===== src/design/rail_frame_cross_section_defines.svh =====
// assertion macros for the rail frame cross-section block
`ifndef RAIL_FRAME_CROSS_SECTION_DEFINES_SVH
`define RAIL_FRAME_CROSS_SECTION_DEFINES_SVH
`ifndef NO_ASSERTIONS
`define FRCS_ASSERT(lbl, clk, rstn, prop) \
	lbl: assert property (@(posedge clk) disable iff (!rstn) prop) \
		else $error("frcs assertion failed");
`define FRCS_ASSERT_ALWAYS(lbl, clk, prop) \
	lbl: assert property (@(posedge clk) prop) else $error("frcs assertion failed");
`else
`define FRCS_ASSERT(lbl, clk, rstn, prop)
`define FRCS_ASSERT_ALWAYS(lbl, clk, prop)
`endif
`endif


===== src/design/frcs_pkg.sv =====
// shared types, constants and helpers of the rail frame cross-section block
package frcs_pkg;
	localparam int POS_W = 32;
	localparam int VEC_W = 16;
	localparam int FRAC_W = VEC_W - 2;
	localparam int CFG_W = 20;
	localparam logic [CFG_W-1:0] CFG_RESET = CFG_W'(1311);
	localparam int CROSS_W = 2 * VEC_W + 1;
	localparam int NRM_BITS = 24;
	localparam int SQ_W = 2 * NRM_BITS + 2;
	localparam int LEN_W = NRM_BITS + 2;
	localparam int NUM_W = NRM_BITS + FRAC_W + 1;
	localparam int DCNT_W = $clog2(VEC_W);
	localparam int MAG_W = VEC_W + 1;
	localparam int CPROD_W = MAG_W + CFG_W;
	localparam int OFF_W = CPROD_W + 1 - FRAC_W;
	localparam int SUM_W = ((POS_W > OFF_W) ? POS_W : OFF_W) + 2;
	localparam int IN_DATA_W = ((3 * POS_W + 3 * VEC_W + 7) / 8) * 8;
	localparam int OUT_DATA_W = ((3 * POS_W + 6 * VEC_W + 7) / 8) * 8;
	localparam logic [1:0] CORNER_LAST = 2'd3;
	localparam logic [VEC_W-1:0] VEC_MAX = {1'b0, {(VEC_W-1){1'b1}}};

	typedef logic signed [VEC_W-1:0] vec_t;
	typedef logic signed [POS_W-1:0] pos_t;
	typedef logic signed [CROSS_W-1:0] cross_t;

	typedef struct packed {
		vec_t tan_z;
		vec_t tan_y;
		vec_t tan_x;
		pos_t pos_z;
		pos_t pos_y;
		pos_t pos_x;
	} item_t;

	typedef struct packed {
		vec_t binorm_z;
		vec_t binorm_y;
		vec_t binorm_x;
		vec_t norm_z;
		vec_t norm_y;
		vec_t norm_x;
		pos_t vertex_z;
		pos_t vertex_y;
		pos_t vertex_x;
	} out_word_t;

	typedef struct packed {
		logic   start;
		cross_t vz;
		cross_t vy;
		cross_t vx;
	} norm_req_t;

	typedef struct packed {
		logic done;
		vec_t rz;
		vec_t ry;
		vec_t rx;
	} norm_rsp_t;

	typedef enum logic [2:0] {
		N_IDLE, N_SHIFT, N_SQ, N_ROOT, N_DIVLD, N_DIV, N_DONE
	} norm_state_t;

	typedef enum logic [3:0] {
		C_IDLE, C_XN, C_NS, C_NW, C_XB, C_BS, C_BW, C_CK, C_CO
	} core_state_t;

	// operand picks of the six cross product terms, first vector
	function automatic logic [1:0] xa_idx(logic [2:0] k);
		logic [1:0] r;
		unique case (k)
			3'd0: r = 2'd1;
			3'd1: r = 2'd2;
			3'd2: r = 2'd2;
			3'd3: r = 2'd0;
			3'd4: r = 2'd0;
			3'd5: r = 2'd1;
			default: r = 2'd0;
		endcase
		return r;
	endfunction

	// operand picks of the six cross product terms, second vector
	function automatic logic [1:0] xb_idx(logic [2:0] k);
		logic [1:0] r;
		unique case (k)
			3'd0: r = 2'd2;
			3'd1: r = 2'd1;
			3'd2: r = 2'd0;
			3'd3: r = 2'd2;
			3'd4: r = 2'd1;
			3'd5: r = 2'd0;
			default: r = 2'd0;
		endcase
		return r;
	endfunction
endpackage


===== src/design/frcs_queue.sv =====
// two-entry sample queue between the stream input and the frame engine
module frcs_queue (
	input  logic                         clk,
	input  logic                         arst_n,
	input  logic                         in_valid,
	output logic                         in_ready,
	input  frcs_pkg::item_t              in_item,
	input  logic                         pop,
	output logic                         avail,
	output frcs_pkg::item_t              head
);
	frcs_pkg::item_t slot_q [2];
	logic wr_q, rd_q;
	logic [1:0] cnt_q;
	logic push;

	assign in_ready = (cnt_q != 2'd2);
	assign push = in_valid && in_ready;
	assign avail = (cnt_q != 2'd0);
	assign head = slot_q[rd_q];

	// pointers and fill count
	always_ff @(posedge clk or negedge arst_n) begin
		if (!arst_n) begin
			wr_q <= 1'b0;
			rd_q <= 1'b0;
			cnt_q <= 2'd0;
		end else begin
			if (push) wr_q <= !wr_q;
			if (pop) rd_q <= !rd_q;
			cnt_q <= 2'(cnt_q + {1'b0, push} - {1'b0, pop});
		end
	end

	// storage
	always_ff @(posedge clk) begin
		if (push) slot_q[wr_q] <= in_item;
	end
endmodule


===== config.mk =====
export PLATFORM = sky130hd
export DESIGN_NAME = frcs_queue
export DESIGN_NICKNAME = d
export VERILOG_FILES = /design/src/design/rail_frame_cross_section_defines.svh /design/src/design/frcs_pkg.sv /design/src/design/frcs_queue.sv
export SDC_FILE = /design/constraint.sdc
export NUM_CORES = 1
export LEC_CHECK = 0
export ABC_CLOCK_PERIOD_IN_PS = 9300
export BUFFER_PORTS_ARGS = -buffer_cell sky130_fd_sc_hd__buf_4
export CAP_MARGIN = 20
export CELL_PAD_IN_SITES_DETAIL_PLACEMENT = 0
export CELL_PAD_IN_SITES_GLOBAL_PLACEMENT = 1
export CORE_MARGIN = 8
export CORE_UTILIZATION = 44
export DETAILED_ROUTE_END_ITERATION = 7
export GPL_TIMING_DRIVEN = 0
export PLACE_DENSITY = 0.77
export SLEW_MARGIN = 15
export SYNTH_ARGS = -nofsm -noshare
export SYNTH_HDL_FRONTEND = slang
export SYNTH_SLANG_ARGS = --single-unit
export TNS_END_PERCENT = 50

===== constraint.sdc =====
create_clock -name clk -period 9.3 [get_ports clk]
set_input_delay 1.86 -clock clk [delete_from_list [all_inputs] [get_ports clk]]
set_output_delay 1.86 -clock clk [all_outputs]
set_load 0.01 [all_outputs]

Word-level counts from Yosys, hierarchy flattened:

Memories as Yosys holds them, arrays and structs flattened.
Cells that the tools add are included.

* flip-flop bits (word level): 4
* memory bits (writable): 288
* bits of input ports: 148
* output and inout bits: 146
* logic and storage cells: 13
* memories kept: 1

Memory list
* slot_q: depth 2, bits a word 144, read ports 1, clocked after memory_dff 0, write ports 1, RTL line frcs_queue.sv:12 `frcs_pkg::item_t slot_q [2];`

* add/sub/neg operators: 2
* eq/ne operators: 1
* mux-type cells: 2
* reduce and logical (&&, ||, !) cells: 4

Operator list (count)
* 2-bit by 1-bit adder with 2-bit output: 1
* 1-bit logical NOT: 2
* 1-bit 2-to-1 mux: 2
* 2-bit != test, second input constant: 1
* 2-bit nonzero test: 1
* 2-bit by 1-bit subtractor with 2-bit output: 1
* 1-bit logical AND: 1

Longest topological paths before layout:

Gate-level depths: netlist (run 1).

* depth after elaboration: 4
* gate-level depth with buffers: 5
* depth with buffers taken out: 5

Worst setup path after synthesis (run 1):

Ideal clock, no wire load.

* path type: in2reg
* start: in in_valid
* end: mem slot_q[0][0] (netlist name) (enable)
* library setup time: 649 ps
* arrival time: 7947 ps
* data required time: 8651 ps
* path slack: 704 ps
* cell stages on the path: 2
* path buffers: 0
* path through: nand2_1 -> nor2_1

* longest elaborated chain between the ends: 3

RTL lines
* start: declaration: RTL line frcs_queue.sv:5 `input logic in_valid,`
* 1-bit logical AND: RTL line frcs_queue.sv:18 `assign push = in_valid && in_ready;`
* 1-bit 2-to-1 mux: RTL line frcs_queue.sv:37 `if (push) slot_q[wr_q] <= in_item;`
* 1-bit 2-to-1 mux (not written as such): RTL line frcs_queue.sv:37
* end: declaration: RTL line frcs_queue.sv:12

No other way between the ends.

==> metrics.md, run 1 <==
| Metric | Value |
|---|---|
| Syn_nets | `614` |
| Top cells by count, synth | `edfxtp_1 (288), mux2_2 (94), mux2_4 (50)` |
| Pre-CTS WS | `between 5000 and 6000 ps` |
| Nets | `approximately 950` |
| Via/cell ratio | `about 4.7` |
| Critical path startpoint category | `register` |
| Setup Viol. Count Final | `0` |
| P&R area growth vs syn | `35.53%` |
| Clk_skew | `6.008 ps` |
| Top delay family on crit path | `buffers and inverters` |
| HPWL Detailed | `16.75 mm` |
| Cell Area, Synth | `0.01078 mm^2` |
| # rows | `57` |
| Placed instance area | `0.01360 mm^2` |
| R2R setup slack | `6920 ps` |
| Endpoints failing hold | `0` |
| Antenna viol nets, final | `0` |
| XOR/XNOR Fraction of Synth Area | `less than 1%` |
| Vias in the first global route | `between 6000 and 7000` |
| # DRC | `0` |
| Crit share post-route | `40.60%` |
| Pwr dens | `318.3 mW/mm^2` |
| Post-route setup TNS | `0 ps` |
| # IOs | `between 200 and 300` |
| Worst-path maximum fanout | `10` |
| Synth Warn # | `0` |
| Final Wtd Congestion | `0.7406` |
| RR Endpoint | `slot_q[0][0]` |
| Setup ws final | `roughly 5500 ps` |
| Clk root buf | `clkbuf_16` |
| Clock Tree Buf Depth | `3` |
| Hold Crit Depth | `1` |
| Fin Hold WS | `550.7 ps` |
| Cts bufs inserted | `30` |
| Insertion delay to the later sink of the worst-skew pair | `530 ps` |
| Top cell type by total area after synthesis | `edfxtp_1` |
| 1st-iter DRT viols | `245` |
| Chip Height | `172.5 um` |
| Most common cell in the netlist | `edfxtp_1` |
| Critical Path RT | `roughly 7400 ps` |
| Unique masters post-synth | `16` |
| Fin crit period | `3775 ps` |
| Rel. slew slack | `47.06%` |
| Status | `complete, no violations` |
| Clock tree from TritonCTS | `yes` |
| I/O Buffers | `293` |
| Die X | `172.5 um` |
| Full die area | `between 0.02 and 0.03 mm^2` |
| Filler instances | `1775` |
| Ant diodes | `0` |
| Initial Util | `44.57%` |
| Max stage delay on crit path | `approximately 340 ps` |
| Crit end category | `primary output` |
| First-pass GRT wire length | `35.11 mm` |
| Peak supply drop | `0.2009 mV` |
| Max-cap violations | `0` |
| Sequential cell area | `0.008748 mm^2` |
| Synth top area share | `80.25%` |
| Initial antenna violation count | `0` |
| Ys async rst share | `under 10%` |
| Final Max Tran Viols | `0` |
| Multiplexer share of the synthesized area | `16.79%` |
| Dpl cells | `1090` |
| Top post-synthesis cells by area | `edfxtp_1 (80%), mux2_2 (9.8%), mux2_4 (7.0%)` |
| Clock transition at the registers of the reported paths | `60 ps` |
| # resized after CTS | `0` |
| Synth Area in Compound Gates | `0.1625%` |
| Post-synth EDFFs | `~290` |
| Share of cells above drive strength 1 | `61.44%` |
| Congestion Overflow GR | `0` |
| Main combinational cell family by area after synthesis | `multiplexers` |
| Achievable frequency | `264.9 MHz` |
| Multi-input gate area | `between 0.0015 and 0.002 mm^2` |
| GRT Util Overall | `14.89%` |
| Reg2reg start | `cnt_q[0]` |
| RSZ-0062 raised after global routing | `false` |
| Largest net degree at the start of global routing | `54` |
| Hold Path Sink | `cnt_q[0]` |
| Most frequently used flop master after synthesis | `edfxtp_1` |
| Worst r2r path cells | `7` |
| Post-CTS Hold Fix Bufs | `0` |
| CP bufs+invs | `4` |
| Setup Buffers After CTS | `0` |
| Crit-path cells | `buf_6, buf_6, buf_6, mux2_4, buf_4` |
| DR WL/cell | `20.08 um` |
| Design area | `0.01461 mm^2` |
| Worst hold path startpoint | `cnt_q[0]` |
| P_leak | `about 5.6 nW` |
| Post-synthesis sequential area ratio | `81.18%` |
| Critical path's slowest cell | `dfrtp_1` |
| Syn Inst Count | `465` |
| WL final | `23.02 mm` |
| Worst slew pin tran | `794.0 ps` |
| Via count | `5435` |
| Synth Register Bits | `about 290` |
| Core Area | `0.02418 mm^2` |
| Post-Synth Simple-Gate Area | `less than 1%` |
| WS Path Type | `reg2out` |
| Critical path arrival | `1920 ps` |
| Worst hold path class | `reg2reg` |
| Clk sinks | `292` |
| # H-tree levels | `1` |
| Drt pass-1 iters | `4` |
| Most used cell, CP | `buf_6` |
| Avg Inst Size Synth | `23.18 um^2` |
| Post-synthesis adder-cell area fraction | `less than 1%` |
| Non-filler cells, final | `1146` |
==> placed cells by master, fill, tap and decap left out, types with 2 or more instances in the layout <==
master,n
buf_4,293
edfxtp_1,288
mux2_2,94
mux2_4,50
clkbuf_16,31
clkinv_1,11
buf_2,9
buf_6,7
buf_16,6
clkbuf_1,5
bufinv_16,5
clkinv_2,4
dfrtp_1,4
xnor2_1,3
buf_12,2
==> state kept, by name (all words and copies together) (netlist names) <==
register and count:
cnt_q 2, slot_q 288, rd_q 1, wr_q 1
==> power by group <==
group | internal (mW) | switching, mW | total (mW)
Clock | 0.740 | 0.456 | 1.20
Sequential | 1.80 | 0.0659 | 1.86
Combinational | 0.840 | 0.751 | 1.59
==> worst max path at each step <==
| stage | start | end | slack (ps) | depth (start not counted) |
|---|---|---|---|---|
| floorplan | in_valid | slot_q[0][0] | 700 | 2 |
| global placement | in_valid | slot_q[0][0] | -2220 | 3 |
| detailed placement | in_valid | slot_q[0][115] | 5480 | 7 |
| CTS | rd_q | head[128] | 5470 | 5 |
| global route | rd_q | head[132] | 5430 | 5 |
| finish | rd_q | head[130] | 5520 | 5 |
==> cells by family after synthesis <==
family                     Yosys count
AOI/OAI and AO/OA                    2
muxes                              144
buffers and inverters               16
DFF                                292
and+or+nand+nor                      6
xor gates and xnor gates             4
adders and majority gates            1
==> layout make-up <==
cell class / count / share of cell area [%]
clock inverter: 20 / 1.448
multi-input combinational: 157 / 13.12
tap: 324 / 2.776
buffer: 16 / 0.8481
timing repair buffer: 301 / 16.47
sequential: 292 / 59.90
clock buffer: 36 / 5.440
==> per-stage QoR <==
stage	utilization, %	total power, mW
final	60.41	4.650
after detailed placement	56.25	3.516
after global placement	55.35	3.497
after floorplan	-	2.793
after CTS	60.41	4.728
after global routing	60.41	4.866
==> layer usage <==
layer  global-route usage (%)  vias to the layer above  wire (um)
li1                         -                     2522          -
met1                    15.78                     2662       8443
met2                    26.44                      218      11740
met3                    6.941                       33       2450
met4                    3.516                        0        384
met5                        0                        -          0
Note: power is estimated with default switching activity, not from simulation.
==> run 2, diff against run 1 <==
Settings changed: ABC_CLOCK_PERIOD_IN_PS 9300 to 3600.
Clock period 9.3 ns to 3.6 ns, I/O delays scaled along.
==> metrics.md, run 2 (same netlist as run 1, synthesis figures left out) <==
| Metric | Value |
|---|---|
| WS Path Type | `reg2out` |
| # IOs | `294 (unchanged)` |
| # rows | `57 (unchanged)` |
| Fin util | `60.12% (-0.29 points)` |
| Antenna viol nets, final | `0 (unchanged)` |
| RSZ-0062 raised after global routing | `false` |
| Die X | `172.5 um (unchanged)` |
| Peak supply drop | `0.5291 mV (+160%)` |
| Critical Path RT | `2880 ps (-4560 ps)` |
| GRT Util Overall | `14.83% (-0.057 points)` |
| Congestion Overflow GR | `0 (unchanged)` |
| 1st-iter DRT viols | `271 (+11%)` |
| Fin crit period | `2605 ps` |
| Worst-path maximum fanout | `10 (unchanged)` |
| Clock transition at the registers of the reported paths | `60 ps (about the same)` |
| Chip Height | `172.5 um (unchanged)` |
| Dpl cells | `1090 (unchanged)` |
| Largest net degree at the start of global routing | `53 (-1.9%)` |
| # H-tree levels | `1 (unchanged)` |
| Final Max Tran Viols | `0 (unchanged)` |
| Largest Register | `slot_q` |
| Max reg flops | `288 (unchanged)` |
| Full die area | `0.02976 mm^2 (unchanged)` |
| Core Area | `0.02418 mm^2 (unchanged)` |
| DR WL/cell | `20.03 um (-0.26%)` |
| Nets | `948 (+0.11%)` |
| Total Power | `11.79 mW (+150%)` |
| Achievable frequency | `383.8 MHz` |
| Cts bufs inserted | `30 (unchanged)` |
| HPWL Detailed | `16.67 mm (-0.49%)` |
| Rel. slew slack | `55.46% (+8.4 points)` |
| Clk_skew | `6.847 ps (+0.8393 ps)` |
| Worst hold path class | `in2reg` |
| Critical path arrival | `1890 ps (-30 ps)` |
| Endpoints failing hold | `0 (unchanged)` |
| Worst slew pin tran | `668.1 ps (-126.0 ps)` |
| Clock tree from TritonCTS | `yes` |
| Share of cells above drive strength 1 | `61.31% (-0.12 points)` |
| First-pass GRT wire length | `35.23 mm (+0.33%)` |
| Insertion delay to the later sink of the worst-skew pair | `530 ps (about the same)` |
| Clk sinks | `292 (unchanged)` |
| Biggest regs | `slot_q (288), cnt_q (2)` |
| Max-cap violations | `0 (unchanged)` |
| Commonest non-fill, non-tap cells in the layout | `buf_4 (293), edfxtp_1 (288), mux2_2 (94)` |
| # resized after CTS | `0 (unchanged)` |
| P&R area growth vs syn | `34.88%` |
| Status | `complete, no violations` |
| Initial Util | `44.57% (unchanged)` |
| WL final | `22.96 mm (-0.26%)` |
| Non-filler cells, final | `1146 (unchanged)` |
| Drt pass-1 iters | `4 (unchanged)` |
| Crit end category | `primary output` |
| P_leak | `5.566 nW (-0.80%)` |
| Initial antenna violation count | `0 (unchanged)` |
| Ant diodes | `0 (unchanged)` |
| # DRC | `0 (unchanged)` |
| R2R setup slack | `1230 ps (-5690 ps)` |
| Final Wtd Congestion | `0.7464 (+0.78%)` |
| Setup Viol. Count Final | `0 (unchanged)` |
| Most common cell after layout, fill and taps aside | `buf_4` |
| Clock Tree Buf Depth | `3 (unchanged)` |
| Critical path startpoint category | `register` |
| Via count | `5514 (+1.5%)` |
| I/O Buffers | `293 (unchanged)` |
| Vias in the first global route | `6277 (+1.3%)` |
| Clk root buf | `clkbuf_16` |
| Via/cell ratio | `4.812 (+1.5%)` |
| Pwr dens | `811.1 mW/mm^2 (+150%)` |
| Crit share post-route | `72.37%` |
## run 2: changes by cell type in the layout (fill, tap and decap cells not counted)
cell / before / now
clkinv_2: 4 / 3
bufinv_16: 5 / 2
buf_16: 6 / 5
dlygate4sd3_1: 0 / 1
clkinvlp_4: 0 / 3
buf_12: 2 / 3
## run 2: path summary, 6_finish.rpt
kind                            cells past startpoint             end         from
worst max-delay path                                5       head[105]         rd_q
worst min-delay path                                1   slot_q[0][56]  in_item[56]
worst max register to register                      7  slot_q[0][101]     cnt_q[0]
worst min register to register                      1        cnt_q[0]     cnt_q[0]
max in group asynchronous                           2            rd_q       arst_n
min in group asynchronous                           2        cnt_q[1]       arst_n
## run 2: metrics by stage
stage	setup slack, ps	hold WS (ps)	area (um^2)	setup TNS, ps
2_1_floorplan	-982.5	424.4	10780	-141490
3_3_place_gp	-2710	517.2	13390	-525220
3_5_place_dp	949.1	522.5	13590	0
4_1_cts	928.8	338.9	14540	0
5_1_grt	904.5	339.3	14540	0
6_report	994.8	367.4	14540	0
## run 2: final cells by class
cell class / instances / area, um^2
buffer: 16 / 123.9
clock buffer: 36 / 794.5
clock inverter: 19 / 138.9
fill: 1764 / 9642
multi-input combinational: 157 / 1917
sequential: 292 / 8748
tap: 324 / 405.4
timing repair buffer: 302 / 2407
## run 2: power by group
| group | total [mW] | leakage [nW] | internal (mW) | switching, mW |
|---|---|---|---|---|
| Combinational | 4.10 | 2.40 | 2.17 | 1.93 |
| Clock | 2.88 | 0.446 | 1.70 | 1.18 |
| Sequential | 4.81 | 2.72 | 4.64 | 0.171 |
## run 2: worst max-delay path, cell delays in order (launching register included)
cell and delay, ps:
dfrtp_1 330, buf_6 150, buf_6 190, buf_6 200, mux2_4 310, buf_4 150
## run 2: routing by layer
| metal | track usage, % | share of wire [%] | up-vias |
|---|---|---|---|
| met5 | 0 | 0 | - |
| met4 | 3.951 | 2.1 | 0 |
| met3 | 6.503 | 10 | 40 |
| met2 | 25.59 | 49 | 232 |
| met1 | 16.46 | 39 | 2716 |
| li1 | - | - | 2526 |
## run 2: what timing repair did
item,4_1_cts,5_1_grt
hold endpoints to repair,4,0
buffers inserted,0,0
hold buffers,1,0
