$ cat src/design/rail_frame_cross_section_defines.svh
// assertion macros for the rail frame cross-section block
`ifndef RAIL_FRAME_CROSS_SECTION_DEFINES_SVH
`define RAIL_FRAME_CROSS_SECTION_DEFINES_SVH
`ifndef NO_ASSERTIONS
`define FRCS_ASSERT(lbl, clk, rstn, prop) \
	lbl: assert property (@(posedge clk) disable iff (!rstn) prop) \
		else $error("frcs assertion failed");
`define FRCS_ASSERT_ALWAYS(lbl, clk, prop) \
	lbl: assert property (@(posedge clk) prop) else $error("frcs assertion failed");
`else
`define FRCS_ASSERT(lbl, clk, rstn, prop)
`define FRCS_ASSERT_ALWAYS(lbl, clk, prop)
`endif
`endif

$ cat src/design/frcs_pkg.sv
// shared types, constants and helpers of the rail frame cross-section block
package frcs_pkg;
	localparam int POS_W = 32;
	localparam int VEC_W = 16;
	localparam int FRAC_W = VEC_W - 2;
	localparam int CFG_W = 20;
	localparam logic [CFG_W-1:0] CFG_RESET = CFG_W'(1311);
	localparam int CROSS_W = 2 * VEC_W + 1;
	localparam int NRM_BITS = 24;
	localparam int SQ_W = 2 * NRM_BITS + 2;
	localparam int LEN_W = NRM_BITS + 2;
	localparam int NUM_W = NRM_BITS + FRAC_W + 1;
	localparam int DCNT_W = $clog2(VEC_W);
	localparam int MAG_W = VEC_W + 1;
	localparam int CPROD_W = MAG_W + CFG_W;
	localparam int OFF_W = CPROD_W + 1 - FRAC_W;
	localparam int SUM_W = ((POS_W > OFF_W) ? POS_W : OFF_W) + 2;
	localparam int IN_DATA_W = ((3 * POS_W + 3 * VEC_W + 7) / 8) * 8;
	localparam int OUT_DATA_W = ((3 * POS_W + 6 * VEC_W + 7) / 8) * 8;
	localparam logic [1:0] CORNER_LAST = 2'd3;
	localparam logic [VEC_W-1:0] VEC_MAX = {1'b0, {(VEC_W-1){1'b1}}};

	typedef logic signed [VEC_W-1:0] vec_t;
	typedef logic signed [POS_W-1:0] pos_t;
	typedef logic signed [CROSS_W-1:0] cross_t;

	typedef struct packed {
		vec_t tan_z;
		vec_t tan_y;
		vec_t tan_x;
		pos_t pos_z;
		pos_t pos_y;
		pos_t pos_x;
	} item_t;

	typedef struct packed {
		vec_t binorm_z;
		vec_t binorm_y;
		vec_t binorm_x;
		vec_t norm_z;
		vec_t norm_y;
		vec_t norm_x;
		pos_t vertex_z;
		pos_t vertex_y;
		pos_t vertex_x;
	} out_word_t;

	typedef struct packed {
		logic   start;
		cross_t vz;
		cross_t vy;
		cross_t vx;
	} norm_req_t;

	typedef struct packed {
		logic done;
		vec_t rz;
		vec_t ry;
		vec_t rx;
	} norm_rsp_t;

	typedef enum logic [2:0] {
		N_IDLE, N_SHIFT, N_SQ, N_ROOT, N_DIVLD, N_DIV, N_DONE
	} norm_state_t;

	typedef enum logic [3:0] {
		C_IDLE, C_XN, C_NS, C_NW, C_XB, C_BS, C_BW, C_CK, C_CO
	} core_state_t;

	// operand picks of the six cross product terms, first vector
	function automatic logic [1:0] xa_idx(logic [2:0] k);
		logic [1:0] r;
		unique case (k)
			3'd0: r = 2'd1;
			3'd1: r = 2'd2;
			3'd2: r = 2'd2;
			3'd3: r = 2'd0;
			3'd4: r = 2'd0;
			3'd5: r = 2'd1;
			default: r = 2'd0;
		endcase
		return r;
	endfunction

	// operand picks of the six cross product terms, second vector
	function automatic logic [1:0] xb_idx(logic [2:0] k);
		logic [1:0] r;
		unique case (k)
			3'd0: r = 2'd2;
			3'd1: r = 2'd1;
			3'd2: r = 2'd0;
			3'd3: r = 2'd2;
			3'd4: r = 2'd1;
			3'd5: r = 2'd0;
			default: r = 2'd0;
		endcase
		return r;
	endfunction
endpackage

$ cat src/design/frcs_norm.sv
// multi-cycle vector normalizer: bit shifts, squares, bit-serial root and divide
module frcs_norm (
	input  logic                clk,
	input  logic                arst_n,
	input  frcs_pkg::norm_req_t req,
	output frcs_pkg::norm_rsp_t rsp
);
	frcs_pkg::norm_state_t state_q, state_d;
	logic [frcs_pkg::CROSS_W-1:0] m_q [3];
	logic [frcs_pkg::CROSS_W-1:0] mx_q;
	logic neg_q [3];
	logic [frcs_pkg::SQ_W-1:0] sq_q, root_q, bit_q;
	logic [2*frcs_pkg::NRM_BITS-1:0] prod_q;
	logic [1:0] cnt_q, comp_q;
	logic [frcs_pkg::LEN_W-1:0] len_q, rem_q;
	logic [frcs_pkg::VEC_W-1:0] nb_q, quo_q;
	logic [frcs_pkg::DCNT_W-1:0] dcnt_q;
	frcs_pkg::vec_t res_q [3];

	frcs_pkg::cross_t vin [3];
	logic [frcs_pkg::CROSS_W-1:0] mag [3];
	logic [frcs_pkg::CROSS_W-1:0] mx_in;
	logic big;
	logic [frcs_pkg::SQ_W-1:0] sum_rb, root_d;
	logic [frcs_pkg::NUM_W-1:0] num;
	logic [frcs_pkg::LEN_W:0] trial;
	logic ge;
	logic [frcs_pkg::LEN_W-1:0] rem_d;
	logic [frcs_pkg::VEC_W-1:0] quo_d, u;

	assign vin[0] = req.vx;
	assign vin[1] = req.vy;
	assign vin[2] = req.vz;

	// magnitudes and largest magnitude of the incoming vector
	always_comb begin
		for (int i = 0; i < 3; i++) begin
			mag[i] = vin[i][frcs_pkg::CROSS_W-1] ? -vin[i] : vin[i];
		end
		mx_in = mag[0];
		if (mag[1] > mx_in) mx_in = mag[1];
		if (mag[2] > mx_in) mx_in = mag[2];
	end

	// datapath helpers
	always_comb begin
		big = |mx_q[frcs_pkg::CROSS_W-1:frcs_pkg::NRM_BITS];
		sum_rb = root_q + bit_q;
		root_d = (sq_q >= sum_rb) ? (root_q >> 1) + bit_q : root_q >> 1;
		num = (frcs_pkg::NUM_W'(m_q[comp_q][frcs_pkg::NRM_BITS-1:0]) << frcs_pkg::FRAC_W)
			+ frcs_pkg::NUM_W'(len_q >> 1);
		trial = {rem_q, nb_q[frcs_pkg::VEC_W-1]};
		ge = trial >= {1'b0, len_q};
		rem_d = ge ? frcs_pkg::LEN_W'(trial - {1'b0, len_q}) : frcs_pkg::LEN_W'(trial);
		quo_d = {quo_q[frcs_pkg::VEC_W-2:0], ge};
		u = quo_d[frcs_pkg::VEC_W-1] ? frcs_pkg::VEC_MAX : quo_d;
	end

	// state register
	always_ff @(posedge clk or negedge arst_n) begin
		if (!arst_n) state_q <= frcs_pkg::N_IDLE;
		else state_q <= state_d;
	end

	// next state and response
	always_comb begin
		state_d = state_q;
		unique case (state_q)
			frcs_pkg::N_IDLE: begin
				if (req.start) state_d = (mx_in == '0) ? frcs_pkg::N_DONE : frcs_pkg::N_SHIFT;
			end
			frcs_pkg::N_SHIFT: begin
				if (!big && mx_q[frcs_pkg::NRM_BITS-1]) state_d = frcs_pkg::N_SQ;
			end
			frcs_pkg::N_SQ: begin
				if (cnt_q == 2'd3) state_d = frcs_pkg::N_ROOT;
			end
			frcs_pkg::N_ROOT: begin
				if (bit_q[0]) state_d = frcs_pkg::N_DIVLD;
			end
			frcs_pkg::N_DIVLD: state_d = frcs_pkg::N_DIV;
			frcs_pkg::N_DIV: begin
				if (dcnt_q == frcs_pkg::DCNT_W'(frcs_pkg::VEC_W - 1))
					state_d = (comp_q == 2'd2) ? frcs_pkg::N_DONE : frcs_pkg::N_DIVLD;
			end
			frcs_pkg::N_DONE: state_d = frcs_pkg::N_IDLE;
			default: state_d = frcs_pkg::N_IDLE;
		endcase
		rsp.done = (state_q == frcs_pkg::N_DONE);
		rsp.rx = res_q[0];
		rsp.ry = res_q[1];
		rsp.rz = res_q[2];
	end

	// datapath
	always_ff @(posedge clk) begin
		unique case (state_q)
			frcs_pkg::N_IDLE: begin
				for (int i = 0; i < 3; i++) begin
					m_q[i] <= mag[i];
					neg_q[i] <= vin[i][frcs_pkg::CROSS_W-1];
					res_q[i] <= '0;
				end
				mx_q <= mx_in;
			end
			frcs_pkg::N_SHIFT: begin
				// bring the largest magnitude into the working octave
				if (big) begin
					for (int i = 0; i < 3; i++) m_q[i] <= m_q[i] >> 1;
					mx_q <= mx_q >> 1;
				end else if (!mx_q[frcs_pkg::NRM_BITS-1]) begin
					for (int i = 0; i < 3; i++) m_q[i] <= m_q[i] << 1;
					mx_q <= mx_q << 1;
				end
				cnt_q <= 2'd0;
				sq_q <= '0;
			end
			frcs_pkg::N_SQ: begin
				// one square per cycle; each product is registered, then added to the sum
				if (cnt_q != 2'd0) sq_q <= sq_q + frcs_pkg::SQ_W'(prod_q);
				if (cnt_q != 2'd3)
					prod_q <= m_q[cnt_q][frcs_pkg::NRM_BITS-1:0]
						* m_q[cnt_q][frcs_pkg::NRM_BITS-1:0];
				cnt_q <= 2'(cnt_q + 2'd1);
				root_q <= '0;
				bit_q <= frcs_pkg::SQ_W'(1) << (frcs_pkg::SQ_W - 2);
			end
			frcs_pkg::N_ROOT: begin
				// one root bit per cycle
				if (sq_q >= sum_rb) sq_q <= sq_q - sum_rb;
				root_q <= root_d;
				bit_q <= bit_q >> 2;
				len_q <= frcs_pkg::LEN_W'(root_d);
				comp_q <= 2'd0;
			end
			frcs_pkg::N_DIVLD: begin
				rem_q <= frcs_pkg::LEN_W'(num[frcs_pkg::NUM_W-1:frcs_pkg::VEC_W]);
				nb_q <= num[frcs_pkg::VEC_W-1:0];
				quo_q <= '0;
				dcnt_q <= '0;
			end
			frcs_pkg::N_DIV: begin
				// one quotient bit per cycle, clamp and sign on the last
				rem_q <= rem_d;
				nb_q <= nb_q << 1;
				quo_q <= quo_d;
				dcnt_q <= frcs_pkg::DCNT_W'(dcnt_q + 1'b1);
				if (dcnt_q == frcs_pkg::DCNT_W'(frcs_pkg::VEC_W - 1)) begin
					res_q[comp_q] <= neg_q[comp_q] ? -$signed(u) : $signed(u);
					comp_q <= 2'(comp_q + 2'd1);
				end
			end
			frcs_pkg::N_DONE: begin
			end
			default: begin
			end
		endcase
	end
endmodule

$ cat config.mk
export PLATFORM = sky130hd
export DESIGN_NAME = frcs_norm
export DESIGN_NICKNAME = d
export VERILOG_FILES = /design/src/design/rail_frame_cross_section_defines.svh /design/src/design/frcs_pkg.sv /design/src/design/frcs_norm.sv
export SDC_FILE = /design/constraint.sdc
export NUM_CORES = 2
export LEC_CHECK = 0
export ABC_CLOCK_PERIOD_IN_PS = 19900
export BUFFER_PORTS_ARGS = -buffer_cell sky130_fd_sc_hd__buf_4
export CAP_MARGIN = 40
export CORE_MARGIN = 5
export CORE_UTILIZATION = 50
export DETAILED_ROUTE_END_ITERATION = 8
export HOLD_SLACK_MARGIN = 0.05
export PLACE_DENSITY_LB_ADDON = 0.08
export SETUP_SLACK_MARGIN = 0.4
export SLEW_MARGIN = 25
export SYNTH_ARGS = -nofsm -noshare
export SYNTH_HDL_FRONTEND = slang
export SYNTH_SLANG_ARGS = --single-unit
export TNS_END_PERCENT = 50
$ cat constraint.sdc
create_clock -name clk -period 19.9 [get_ports clk]
set_clock_uncertainty 0.1 [all_clocks]
set_input_delay 3.98 -clock clk [delete_from_list [all_inputs] [get_ports clk]]
set_output_delay 3.98 -clock clk [all_outputs]
set_load 0.01 [all_outputs]
After elaboration in Yosys (flattened, before gate mapping)
Memories as Yosys holds them, arrays and structs flattened. A register that Yosys moved wholly into a read port is not among the register bits.
Index checks and enable logic that the tools add are counted.
- flip-flop bits (word level): 325
- bits in writable memories: 150
- output and inout bits: 49
- memories: 3
- add/subtract/negate cells: 13
- multiply operators: 1
- magnitude comparators: 4
- equal/unequal tests: 18
- muxes and demuxes: 56
- bitwise logic cells: 6
- reductions and logical operators: 18
- memories (name ; depth ; bits a word ; read ports ; clocked after Yosys merged registers in ; wr ports ; RTL line ; RTL):
    m_q ; 3 ; 33 ; 5 ; 2 ; 3 ; frcs_norm.sv:9 ; logic [frcs_pkg::CROSS_W-1:0] m_q [3];
    res_q ; 3 ; 16 ; 3 ; 0 ; 3 ; frcs_norm.sv:18 ; frcs_pkg::vec_t res_q [3];
    neg_q ; 3 ; 1 ; 1 ; 1 ; 3 ; frcs_norm.sv:11 ; logic neg_q [3];
- operator list (operator ; number):
    $mux W33 ; 13
    $pmux W50 S2 ; 2
    $mux W50 ; 3
    $pmux W50 S3 ; 1
    $neg A33 Y33 ; 3
    $gt A33 B33 Y1 ; 2
    $pmux W33 S2 ; 1
    $pmux W26 S2 ; 1
    $add A49 B50 Y50 ; 1
    $add A50 B48 Y50 ; 1
    $add A50 B50 Y50 ; 1
    $ge A50 B50 Y1 ; 1
    $sub A50 B50 Y50 ; 1
    $mul A24 B24 Y48 ; 1
    $add A38 B25 Y39 ; 1
    $logic_not A33 Y1 ; 1
    $mux W16 ; 2
    $pmux W16 S2 ; 1
    $pmux W15 S2 ; 1
    $ge A27 B26 Y1 ; 1
    $mux W26 ; 1
    $sub A26 B26 Y26 ; 1
    $mux W3 ; 6
    $pmux W3 S6 ; 1
    other kinds (26) ; 68

Logic depth before layout (Yosys ltp)
- depth in word-level cells: 10
- depth in mapped cells: 37
- gate-level depth less buffers: 31

Worst setup path after synthesis
Ideal clock, no wire load.
- path type: input to register
- start: input port req[12] (netlist name)
- end: register state_q[0]
- library setup time: 0.120 ns
- arrival time: 12.274 ns
- setup slack: 7.406 ns
- stages on the path: 32
- path buffers: 7
- cells stage by stage: or4_4 > or4_4 > or2_2 > or3_1 > o41ai_1 > xor2_1 > ha_1 > nand4_1 > or3_1 > nor2_1 > a22oi_1 > o211ai_4 > nand2_4 > buf_4 > buf_4 > buf_2 > buf_1 > nand2_1 > o21ai_0 > ha_1 > nand4_1 > or4_1 > or4_1 > o21ai_1 > clkbuf_1 > clkbuf_1 > clkbuf_1 > nor2_1 > a31oi_1 > nand4_1 > or4_4 > a21boi_1
- word-level cells in the longest chain between the ends: 10
- ends and longest elaborated chain (item ; RTL line ; RTL):
    start, declared ; frcs_norm.sv:5 ; input frcs_pkg::norm_req_t req,
    $neg A33 Y33 ; frcs_norm.sv:38 ; mag[i] = vin[i][frcs_pkg::CROSS_W-1] ? -vin[i] : vin[i];
    $mux W33 * ; frcs_norm.sv:38 ;
    $gt A33 B33 Y1 ; frcs_norm.sv:41 ; if (mag[1] > mx_in) mx_in = mag[1];
    $mux W33 * ; frcs_norm.sv:41 ;
    $gt A33 B33 Y1 ; frcs_norm.sv:42 ; if (mag[2] > mx_in) mx_in = mag[2];
    $mux W33 * ; frcs_norm.sv:42 ;
    $logic_not A33 Y1 * ; frcs_norm.sv:70 ; if (req.start) state_d = (mx_in == '0) ? frcs_pkg::N_DONE : frcs_pkg::N_SHIFT;
    $mux W3 * (2 in a row) ; frcs_norm.sv:70 ;
    $pmux W3 S6 * ; frcs_norm.sv:68 ; unique case (state_q)
    end signal, assigned ; frcs_norm.sv:61 ; if (!arst_n) state_q <= frcs_pkg::N_IDLE;
    end signal, assigned ; frcs_norm.sv:62 ; else state_q <= state_d;
    end, declared ; frcs_norm.sv:8 ; frcs_pkg::norm_state_t state_q, state_d;
Every way passes the cells marked *; elsewhere a longest branch is shown, timed or not. The select of a mux whose other input is x is not followed.
A chain may end at the register's enable or synchronous reset.

Worst setup path after layout
Ends and elaborated chain as after synthesis.

==> key figures <==
Run status
  – Status: finished, final reports clean

Clock tree
  – Post-CTS setup buffer count: 0
  – CTS tree: done
  – Clk root buf: clkbuf_16
  – Clk_lat worst skew: a little under 0.7 ns
  – Clock sink count: roughly 450
  – Worst-path clk slew: approximately 0.060 ns
  – CTS Buffer Depth: 3
  – CTS Hold Bufs: 0
  – CTS Buf Count: 56
  – CTS H-tree depth: 2
  – Post-CTS resize count: 0

Layout
  – Layout cells sized above 1: under 10%
  – Final Core Density: between 50% and 60%
  – Nets: around 6500
  – Layout area overhead: 9.59%

Yosys
  – Cells after synthesis: roughly 5500
  – EDFF count, synth: 446
  – Async SR Flop Fraction: 0.662%
  – Seq/Total Area, Yosys: a little over a quarter
  – Cell area after synthesis: a little under 0.05 mm^2
  – Flops & latches, synth: ~450
  – Top_reg_cell synth: edfxtp_1
  – Syn Area/Cell: 9.09 um^2
  – Post-Syn Nets: approximately 6400
  – Yosys cell types: 86
  – Synth warnings: 0

Critical path
  – Crit end category: register
  – Max incr delay on CP: about 0.67 ns
  – Max FO, Critical Path: 71
  – Crit path required time: between 20 and 25 ns
  – Setup CP Type: in -> reg
  – Slowest stage cell on the critical path: o211a_1
  – Startpoint types: input port
  – Worst-case reg-to-reg path depth: 30
  – Worst path arrival time: approximately 14 ns

Drt
  – Vias per cell: about 5.7
  – DRC: 0
  – Initial DRC count: 3337
  – DR pass1 iterations: 6
  – Final wirelength: ~140000 um
  – Via count: just under 40000
  – Drt wl/cell: around 21 um
  – Post-DRT Antenna Nets: 0

Global routing
  – First-pass GRT wire length: roughly 220000 um
  – Vias in the first global route: between 30000 and 40000
  – GR Util All Layers: about a quarter
  – Initial antenna violation count: 4
  – GRT overflow: 0
  – Largest net degree at the start of global routing: between 90 and 100

Floorplanning
  – Full die area: 0.106 mm^2
  – Core area: 0.0986 mm^2
  – Initial core utilization: 50.5%
  – # IOs: approximately 150
  – Die Y: about 330 um
  – Row count: ~120
  – Die Wd: 325 um

STA
  – Fin Hold WS: 0.424 ns
  – Setup violations, final: 0
  – Final Hold Fails: 0
  – Worst slew pin tran: around 0.92 ns
  – Relative slew slack: 38.7%
  – Final period util: about two thirds
  – Max frequency: 0.0757 GHz
  – Post-layout min period: around 13 ns
  – Fin. max-slew vios: 0
  – Setup TNS: 0 ns
  – RSZ-0062 raised after global routing: no

Placement
  – Detailed-placement wirelength estimate: 111000 um
  – PortBufs: 150
  – RePlAce Congestion: approximately 0.95

Job
  – Max Cap Violations: 0

Hold path
  – Hold crit path type: reg -> reg
  – Hold path cells: 2
## cells in the final DEF, fill, tap and decap left out, drive strengths merged, types with 49 or more instances in the layout
cell,count
nor3,55
nand2,548
nand4,52
o31ai,54
a21o,103
a31oi,68
nor2,581
o21a,52
and3,60
fa,427
o21bai,49
clkbuf,66
xnor2,176
mux2i,65
o21ai,335
xor2,186
a21oi,348
buf,238
edfxtp,446
inv,658
ha,430
## critical path, delay by kind of cell
| family | cells | cell delay, ns |
|---|---|---|
| compound gates | 10 | 2.66 |
| xor+xnor | 1 | 0.36 |
| fa+ha+maj | 2 | 0.63 |
| buf+inv | 2 | 0.70 |
| simple gates | 13 | 5.32 |
## cells by family (layout without fill, tap and decap cells)
| group | after synthesis | after routing | share of synthesized area, % |
|---|---|---|---|
| muxes | 73 | 73 | 1.49 |
| buffers and inverters | 876 | 1004 | 6.64 |
| and+or+nand+nor | 1589 | 1589 | 14.4 |
| AOI/OAI and AO/OA | 1262 | 1262 | 15.9 |
| DFF | 453 | 453 | 27.2 |
| adders and majority gates | 857 | 857 | 28.0 |
| other | 0 | 2 | 0 |
| xor gates and xnor gates | 362 | 362 | 6.39 |
## cell type report
cell class / instances / area, um^2
well taps: 1287 / 1610
multi-input cells: 4143 / 33000
clock buffers: 66 / 1470
diodes: 2 / 5.00
fillers: 9122 / 44000
repair buffers: 238 / 1920
flip-flops and latches: 453 / 13600
clock inverters: 38 / 474
inverters: 662 / 2490
## metal layers
metal | global-route usage, % | share of wire [%] | vias to the layer above
met5 | 0 | 0.024 | -
met3 | 5.06 | 6.9 | 238
met1 | 38.0 | 46 | 19100
met2 | 41.4 | 44 | 1169
li1 | - | - | 19000
met4 | 7.92 | 3.1 | 4
## cell usage after synthesis, types with 38 or more instances
library cell,number,share of area [%]
a31oi_1,67,0.84
o21bai_1,49,0.74
edfxtp_1,446,27
nor3_1,55,0.55
o21a_1,52,0.78
nand4_1,52,0.65
inv_1,654,4.9
nand2_1,547,4.1
o31ai_1,53,0.80
xnor2_1,175,3.1
nor2_1,581,4.4
fa_1,427,17
a21o_1,103,1.6
a21oi_1,348,3.5
a211oi_1,48,0.72
xor2_1,186,3.3
nand3_1,47,0.47
and3_1,60,0.75
clkbuf_1,196,1.5
ha_1,430,11
mux2i_1,65,1.3
o21ai_0,324,3.3
o211ai_1,45,0.68
and2_1,38,0.48
## through the flow
step           setup slack [ns]  cell area (um^2)  instances
2_1_floorplan              7.41             49700       5472
3_3_place_gp               6.36             52400       6774
3_5_place_dp               6.25             52500       6780
4_1_cts                    6.95             54400       6884
5_1_grt                    6.19             54500       6887
6_report                   6.69             54500       6889
## final timing paths
check / start / to / slack (ns)
worst max-delay path: req[12] / state_q[0]$_DFFE_PN0P_ / 6.69
worst min-delay path: nb_q[3]$_DFFE_PP_ / nb_q[4]$_DFFE_PP_ / 0.42
worst max register to register: register / prod_q[45]$_DFFE_PP_ / 9.94
worst min register to register: nb_q[3]$_DFFE_PP_ / nb_q[4]$_DFFE_PP_ / 0.42
max in group asynchronous: arst_n / state_q[0]$_DFFE_PN0P_ / 16.60
min in group asynchronous: arst_n / state_q[0]$_DFFE_PN0P_ / 2.99
## flip-flops by register name (all words and copies together) (netlist names), 4 cells and up, named ones only
register  count
bit_q        25
dcnt_q        4
len_q        26
m_q          99
mx_q         33
nb_q         16
prod_q       47
quo_q        15
rem_q        26
res_q        48
root_q       50
sq_q         50
Power is not shown: default switching activity piles up to over one toggle a cycle in this logic, so the estimate is an artifact.
